**src/rtl/hnm_pkg.sv**
```systemverilog
// Shared types and constants of the height map normal generator.
// Used by the controller, the datapath and the top level; no dependencies.
package hnm_pkg;

    localparam int HEIGHT_W   = 16;
    localparam int CFG_W      = 11;
    localparam int DIV_STEPS  = 31;
    localparam int SQRT_STEPS = 16;
    localparam int STEP_W     = 5;
    // square of the unit slope term, 512 * 512
    localparam logic [31:0] ONE_SQ = 32'd262144;

    typedef struct packed {
        logic signed [15:0] height;
        logic               flush;
    } t_in;

    typedef struct packed {
        logic signed [15:0] normal_x;
        logic signed [15:0] normal_y;
        logic        [14:0] normal_z;
        logic        [9:0]  column_out;
        logic        [15:0] row_out;
        logic               last_of_frame;
    } t_out;

    typedef enum logic [3:0] {
        OP_NONE,
        OP_LOAD,
        OP_RD_LEFT,
        OP_RD_CENTER,
        OP_RD_RIGHT,
        OP_CAP_RIGHT,
        OP_DIFF,
        OP_SQX,
        OP_SQY,
        OP_SUM,
        OP_DIV,
        OP_SQRT,
        OP_OUT
    } t_op;

    typedef struct packed {
        t_op         op;
        logic        first;
        logic        fl;
        logic        sel;
        logic        last;
        logic [15:0] row;
    } t_cmd;

endpackage

```
**src/rtl/hnm_ctrl.sv**
```systemverilog
// Controller: sequencer, raster position counters, row length register, output valid.
// Depends on hnm_pkg; drives hnm_datapath through a command struct.
module hnm_ctrl
    import hnm_pkg::*;
#(
    parameter int MAX_WIDTH = 1024
) (
    input  logic                           i_clk,
    input  logic                           i_rst_n,
    input  logic                           i_valid,
    input  logic                           i_flush,
    output logic                           o_ready,
    output logic                           o_valid,
    input  logic                           i_ready,
    input  logic                           i_cfg_wr_en,
    input  logic [CFG_W-1:0]               i_cfg_wr_data,
    output t_cmd                           o_cmd,
    output logic [$clog2(MAX_WIDTH)-1:0]   o_x,
    output logic [$clog2(MAX_WIDTH+1)-1:0] o_len
);

    localparam int XW = $clog2(MAX_WIDTH);
    localparam int LW = $clog2(MAX_WIDTH + 1);
    localparam int RESET_LEN = (MAX_WIDTH < 1024) ? MAX_WIDTH : 1024;

    typedef enum logic [3:0] {
        S_IDLE, S_RD_LEFT, S_RD_CENTER, S_RD_RIGHT, S_CAP_RIGHT,
        S_DIFF, S_SQX, S_SQY, S_SUM, S_DIV, S_SQRT, S_FIN
    } t_state;

    t_state            r_state, n_state;
    logic [XW-1:0]     r_col, n_col;
    logic [15:0]       r_row, n_row;
    logic              r_sel, n_sel;
    logic              r_flushing, n_flushing;
    logic [LW-1:0]     r_len, n_len;
    logic              r_emit, n_emit;
    logic [STEP_W-1:0] r_cnt, n_cnt;
    logic              r_out_valid, n_out_valid;

    logic          accept, fl_in, drop, wrap, out_free;
    logic [LW-1:0] col_inc;

    assign accept   = i_valid && (r_state == S_IDLE);
    assign fl_in    = i_flush || r_flushing;
    assign drop     = fl_in && (r_row == 16'd0);
    assign col_inc  = LW'(r_col) + LW'(1);
    assign wrap     = col_inc >= r_len;
    assign out_free = !r_out_valid || i_ready;

    always_comb begin
        n_state     = r_state;
        n_col       = r_col;
        n_row       = r_row;
        n_sel       = r_sel;
        n_flushing  = r_flushing;
        n_len       = r_len;
        n_emit      = r_emit;
        n_cnt       = r_cnt;
        n_out_valid = r_out_valid;
        o_cmd       = '{op: OP_NONE, first: (r_cnt == '0), fl: fl_in, sel: r_sel,
                        last: fl_in && wrap, row: r_row};

        if (r_out_valid && i_ready) begin
            n_out_valid = 1'b0;
        end

        if (i_cfg_wr_en) begin
            if (i_cfg_wr_data < CFG_W'(3)) begin
                n_len = LW'(3);
            end else if (32'(i_cfg_wr_data) > 32'(MAX_WIDTH)) begin
                n_len = LW'(MAX_WIDTH);
            end else begin
                n_len = LW'(i_cfg_wr_data);
            end
        end

        case (r_state)
            S_IDLE: begin
                if (accept) begin
                    if (drop) begin
                        // flush with no complete row: back to frame start
                        n_col      = '0;
                        n_row      = '0;
                        n_sel      = 1'b0;
                        n_flushing = 1'b0;
                    end else begin
                        o_cmd.op   = OP_LOAD;
                        n_emit     = fl_in || (r_row != 16'd0);
                        n_flushing = fl_in;
                        n_state    = S_RD_LEFT;
                        if (wrap) begin
                            n_col = '0;
                            if (fl_in) begin
                                n_row      = '0;
                                n_sel      = 1'b0;
                                n_flushing = 1'b0;
                            end else begin
                                n_sel = !r_sel;
                                if (r_row != 16'hFFFF) begin
                                    n_row = r_row + 16'd1;
                                end
                            end
                        end else begin
                            n_col = XW'(col_inc);
                        end
                    end
                end
            end
            S_RD_LEFT: begin
                o_cmd.op = OP_RD_LEFT;
                n_state  = S_RD_CENTER;
            end
            S_RD_CENTER: begin
                o_cmd.op = OP_RD_CENTER;
                n_state  = S_RD_RIGHT;
            end
            S_RD_RIGHT: begin
                o_cmd.op = OP_RD_RIGHT;
                // first row only fills the store
                n_state  = r_emit ? S_CAP_RIGHT : S_IDLE;
            end
            S_CAP_RIGHT: begin
                o_cmd.op = OP_CAP_RIGHT;
                n_state  = S_DIFF;
            end
            S_DIFF: begin
                o_cmd.op = OP_DIFF;
                n_state  = S_SQX;
            end
            S_SQX: begin
                o_cmd.op = OP_SQX;
                n_state  = S_SQY;
            end
            S_SQY: begin
                o_cmd.op = OP_SQY;
                n_state  = S_SUM;
            end
            S_SUM: begin
                o_cmd.op = OP_SUM;
                n_cnt    = '0;
                n_state  = S_DIV;
            end
            S_DIV: begin
                o_cmd.op = OP_DIV;
                if (r_cnt == STEP_W'(DIV_STEPS - 1)) begin
                    n_cnt   = '0;
                    n_state = S_SQRT;
                end else begin
                    n_cnt = r_cnt + STEP_W'(1);
                end
            end
            S_SQRT: begin
                o_cmd.op = OP_SQRT;
                if (r_cnt == STEP_W'(SQRT_STEPS - 1)) begin
                    n_cnt   = '0;
                    n_state = S_FIN;
                end else begin
                    n_cnt = r_cnt + STEP_W'(1);
                end
            end
            S_FIN: begin
                // hold until the output register is free
                if (out_free) begin
                    o_cmd.op    = OP_OUT;
                    n_out_valid = 1'b1;
                    n_state     = S_IDLE;
                end
            end
            default: begin
                n_state = S_IDLE;
            end
        endcase
    end

    always_ff @(posedge i_clk) begin
        if (!i_rst_n) begin
            r_state     <= S_IDLE;
            r_col       <= '0;
            r_row       <= '0;
            r_sel       <= 1'b0;
            r_flushing  <= 1'b0;
            r_len       <= LW'(RESET_LEN);
            r_emit      <= 1'b0;
            r_cnt       <= '0;
            r_out_valid <= 1'b0;
        end else begin
            r_state     <= n_state;
            r_col       <= n_col;
            r_row       <= n_row;
            r_sel       <= n_sel;
            r_flushing  <= n_flushing;
            r_len       <= n_len;
            r_emit      <= n_emit;
            r_cnt       <= n_cnt;
            r_out_valid <= n_out_valid;
        end
    end

    assign o_ready = (r_state == S_IDLE);
    assign o_valid = r_out_valid;
    assign o_x     = r_col;
    assign o_len   = r_len;

    a_len_range: assert property (@(posedge i_clk) disable iff (!i_rst_n)
        (r_len >= LW'(3)) && (32'(r_len) <= 32'(MAX_WIDTH)))
        else $error("row length out of range");

    a_flush_has_row: assert property (@(posedge i_clk) disable iff (!i_rst_n)
        r_flushing |-> (r_row != 16'd0))
        else $error("flushing with no complete row");

    a_load_starts: assert property (@(posedge i_clk) disable iff (!i_rst_n)
        (accept && !drop) |=> (r_state == S_RD_LEFT))
        else $error("accepted item did not start");

    a_out_free: assert property (@(posedge i_clk) disable iff (!i_rst_n)
        (o_cmd.op == OP_OUT) |-> out_free)
        else $error("result overwrote a pending transfer");

endmodule

```
**config.mk**
```make
export PLATFORM = sky130hd
export DESIGN_NAME = hnm_ctrl
export DESIGN_NICKNAME = d
export VERILOG_FILES = /design/src/rtl/hnm_pkg.sv /design/src/rtl/hnm_ctrl.sv
export SDC_FILE = /design/constraint.sdc
export NUM_CORES = 1
export LEC_CHECK = 0
export BUFFER_PORTS_ARGS = -buffer_cell sky130_fd_sc_hd__buf_2
export CAP_MARGIN = 20
export CORE_MARGIN = 8
export CORE_UTILIZATION = 56
export CTS_BUF_LIST = sky130_fd_sc_hd__clkbuf_4
export DETAILED_ROUTE_END_ITERATION = 7
export PLACE_DENSITY = 0.78
export SYNTH_ARGS = -nofsm -noshare
export SYNTH_HDL_FRONTEND = slang
export SYNTH_SLANG_ARGS = --single-unit
export TNS_END_PERCENT = 100
```
**constraint.sdc**
```tcl
create_clock -name i_clk -period 4.3 [get_ports i_clk]
set_clock_uncertainty 0.05 [all_clocks]
set_input_delay 0.86 -clock i_clk [delete_from_list [all_inputs] [get_ports i_clk]]
set_output_delay 0.86 -clock i_clk [all_outputs]
set_load 0.02 [all_outputs]
```
==> flow_summary.yaml <==
status:
  status: "finished, final reports clean"
die:
  floorplan.rows: 27
  effective_utilization_at_floorplan_pct: 57.35
  core-area_mm2: 0.005439
  design.die.area_mm2: 0.008214
  io_pins: 64
  dieWidth_um: 90.63
  die_height_um: 90.63
timing:
  timing.max_slew.rel_slack_pct: 56.25
  final_period_minus_worst_setup_slack_ns: 4.078
  report.final.hold_viol_count: 0
  finalSetupViolations: 0
  max_slew.worst_pin.slew_ns: 0.6553
  maxClockFrequency_ghz: 0.2452
  final-max-slew-violation-count: 0
  rsz0062_at_grt: "false"
  final_min_period_over_clock_period_pct: 94.85
  setup_total_negative_slack_ns: 0
yosys:
  muxShareOfSynthArea_pct: 0.9627
  synth_nets: 419
  post-synth-top-area-cell: "dfxtp_1"
  combinational_family_with_the_most_area_after_synthesis: "simple AND/OR/NAND/NOR gates"
  ys_top_cells_by_area: "dfxtp_1, ha_1, nand2_1, nor2_1, a21oi_1"
  complex_gate_fraction_of_the_synthesized_area_pct: 19.78
  synthesis.instances: 383
  synth_simple_gate_area_share_pct: 28.24
  synth_enable_flop_cells: 0
  post_synth_xor_area_fraction_pct: 4.493
  ys_dominant_reg_cell: "dfxtp_1"
  post_synth_instance_area_mm2: 0.003119
  synth.distinct_cells: 65
  ys_async_sr_fraction_pct: 0
  yosysSeqAreaShare_pct: 32.09
  postSynthAreaPerCell_um2: 8.144
  synth.yosys.warnings: 0
  synthAdderAreaFrac_pct: 7.621
  synthDominantCellAreaShare_pct: 32.09
  synth_seq_cells: 50
place:
  placed_cells_incl_taps: 501
  routabilityCongestion: 0.8873
  detailed_placer_s_ending_hpwl_um: 5956
  postPlaceCellArea_mm2: 0.003421
  numPortBuffers: 63
global_route:
  met3_grt_util_pct: 5.154
  groute.layer.met2.usage_pct: 32.83
  grt_start_max_net_pins: 38
  grt_pass1_vias: 2968
  global_route.usage.total_pct: 20.04
  grt_antenna_before_repair: 0
  grt_pass1_wl_um: 13970
  grt_most_used_layer: "met2"
  globalRoute.totalOverflow: 0
  globalRouteMet1Util_pct: 25.09
detailed_routing:
  drtIter0Drc: 218
  route.detailed.vias_per_inst: 6.026
  drt_drc_violations_left: 0
  num_vias: 3067
  drt-pass1-iter-count: 5
  wl_per_cell_um: 15.99
  drt.antenna.violating_nets: 0
  route.final.wire_length_um: 8137
pwr:
  p_comb_share_pct: 18.9
  finalPower_uw: 948.8
  pwr-share-seq_pct: 51.7
  vdd_ir_drop_max_mv: 0.1542
  cell_internal_pwr_uw: 654.5
  leakage_nw: 1.457
  net_load_switching_power_uw: 294.2
  swShare_pct: 31.01
  cellPowerDensity_mw_per_mm2: 271.2
  power.share.clock_pct: 29.4
final_layout:
  final_layout_size_suffix_gt1_share_pct: 22.88
  diodes: 0
  fillers: 484
  layout-area-overhead-vs-synth_pct: 12.15
  final_layout_net_count: 472
  design_area_mm2: 0.003498
  stdcell_count: 509
setup_path:
  worst_setup_path_end_kind: "output pin"
  crit_type: "reg2out"
  crit-reg2reg-launch: "o_x[0]"
  worst_ep_arrival_time_ns: 3.17
  required_ns: 3.39
  worstPathMaxFanout: 8
  worst_setup_path_startpoint: "o_x[0]"
  critical_path.startpoint_type: "register"
cts:
  cts_buffers: 5
  clock_path_buffers: 2
  cts_setup_buffers: 0
  cts.clk_slew.worst_paths_ns: 0.15
  cts-resized-gates: 0
  cts_tree: "yes"
  cts-root-buf: "clkbuf_4"
  holdBufCountCts: 0
  clock_insertion_delay_worst_skew_ns: 0.38
  clock_tree.htree_level_count: 2
  tritoncts_num_sinks: 50
min_path:
  worst_min_delay_path_startpoint: "r_flushing"
  hp-class: "reg2reg"
run:
  max_cap_viol_count: 0
-- worst max-delay path, cell delays in order, from the launching register on --
cell and delay (ns):
dfxtp_1 0.47, ha_1 0.24, nand3_1 0.16, nor2_1 0.26, and3_1 0.25, and3_1 0.18
ha_1 0.24, and3_2 0.25, a31o_2 0.25, a21oi_1 0.11, buf_4 0.16, nor2_1 0.05
buf_2 0.16
-- final timing paths --
check                    end  slack, ns  depth (start not counted)
hold / removal    r_flushing       0.49                          2
setup / recovery   o_cmd[16]       0.22                         12
hold reg to reg   r_flushing       0.49                          2
setup reg to reg   r_row[10]       0.96                         12
-- through the flow --
| stage | util [%] | setup slack [ns] | hold slack (ns) |
|---|---|---|---|
| after floorplan | - | 0.7253 | 0.4157 |
| after global placement | 62.89 | 0.7883 | 0.4334 |
| after detailed placement | 62.89 | 0.6667 | 0.4581 |
| after CTS | 64.32 | 0.2222 | 0.4830 |
| after global routing | 64.32 | 0.0009954 | 0.5219 |
| final | 64.32 | 0.2217 | 0.4931 |
-- synth_stat cells (3+ instances only) --
master	n
o211ai_1	3
xor2_1	10
buf_2	8
ha_1	19
nand2_1	37
and3_1	4
nor3_1	18
mux2i_1	3
inv_1	22
buf_6	3
o21ai_0	14
o311ai_0	4
clkbuf_1	5
nor4_1	6
nand3_1	10
o31ai_1	7
nor2_2	6
and2_1	3
a21oi_1	24
or3_1	5
a31oi_1	5
nor2_1	35
dfxtp_1	50
nand4_1	8
nand2b_1	5
xnor2_1	6
nor2b_1	3
o221a_2	3
a22oi_1	11
-- cell type report --
cell class,count,area (um2),area share (%)
multi-input combinational,290,1906,54.47
sequential,50,1001,28.61
timing repair buffer,66,337.8,9.657
tap,72,90.09,2.575
inverter,23,86.33,2.468
clock inverter,3,40.04,1.144
clock buffer,5,37.54,1.073
-- cell usage in the layout (no fill, tap or decap), drive strengths merged, types with 11 or more instances in the layout --
cell type	Yosys	layout
nand2	39	39
buf	15	66
a21oi	24	24
inv	23	23
ha	19	19
nor2	42	42
o21ai	15	15
nand3	12	12
a22oi	11	11
dfxtp	50	50
nor3	18	18
-- registers in the layout, summed over array words and instances (netlist names) --
| signal | count |
|---|---|
| r_flushing | 1 |
| o_valid | 1 |
| r_row | 16 |
| r_state | 4 |
| r_sel | 1 |
| r_emit | 1 |
| o_len | 11 |
| o_x | 10 |
| r_cnt | 5 |
-- power by group through the flow --
stage	clock network, mW	logic (mW)	registers (mW)
2_1_floorplan	0	0.132	0.499
3_3_place_gp	0	0.175	0.500
3_5_place_dp	0	0.178	0.500
4_1_cts	0.282	0.179	0.490
5_1_grt	0.300	0.196	0.493
6_report	0.279	0.180	0.490
-- logic make-up after synthesis --
group | after synthesis
AOI/OAI and AO/OA | 90
DFF | 50
muxes | 3
adders and majority gates | 19
buffers and inverters | 43
and+or+nand+nor | 162
xor gates and xnor gates | 16
-- routing by layer --
layer | wire (um) | share of wire, % | vias to the layer above
met3 | 625 | 7.7 | 9
met1 | 3700 | 45 | 1432
met4 | 100 | 1.2 | 0
met2 | 3710 | 46 | 135
met5 | 0 | 0 | -
li1 | - | - | 1491
Power figures use the tool's default switching activity.
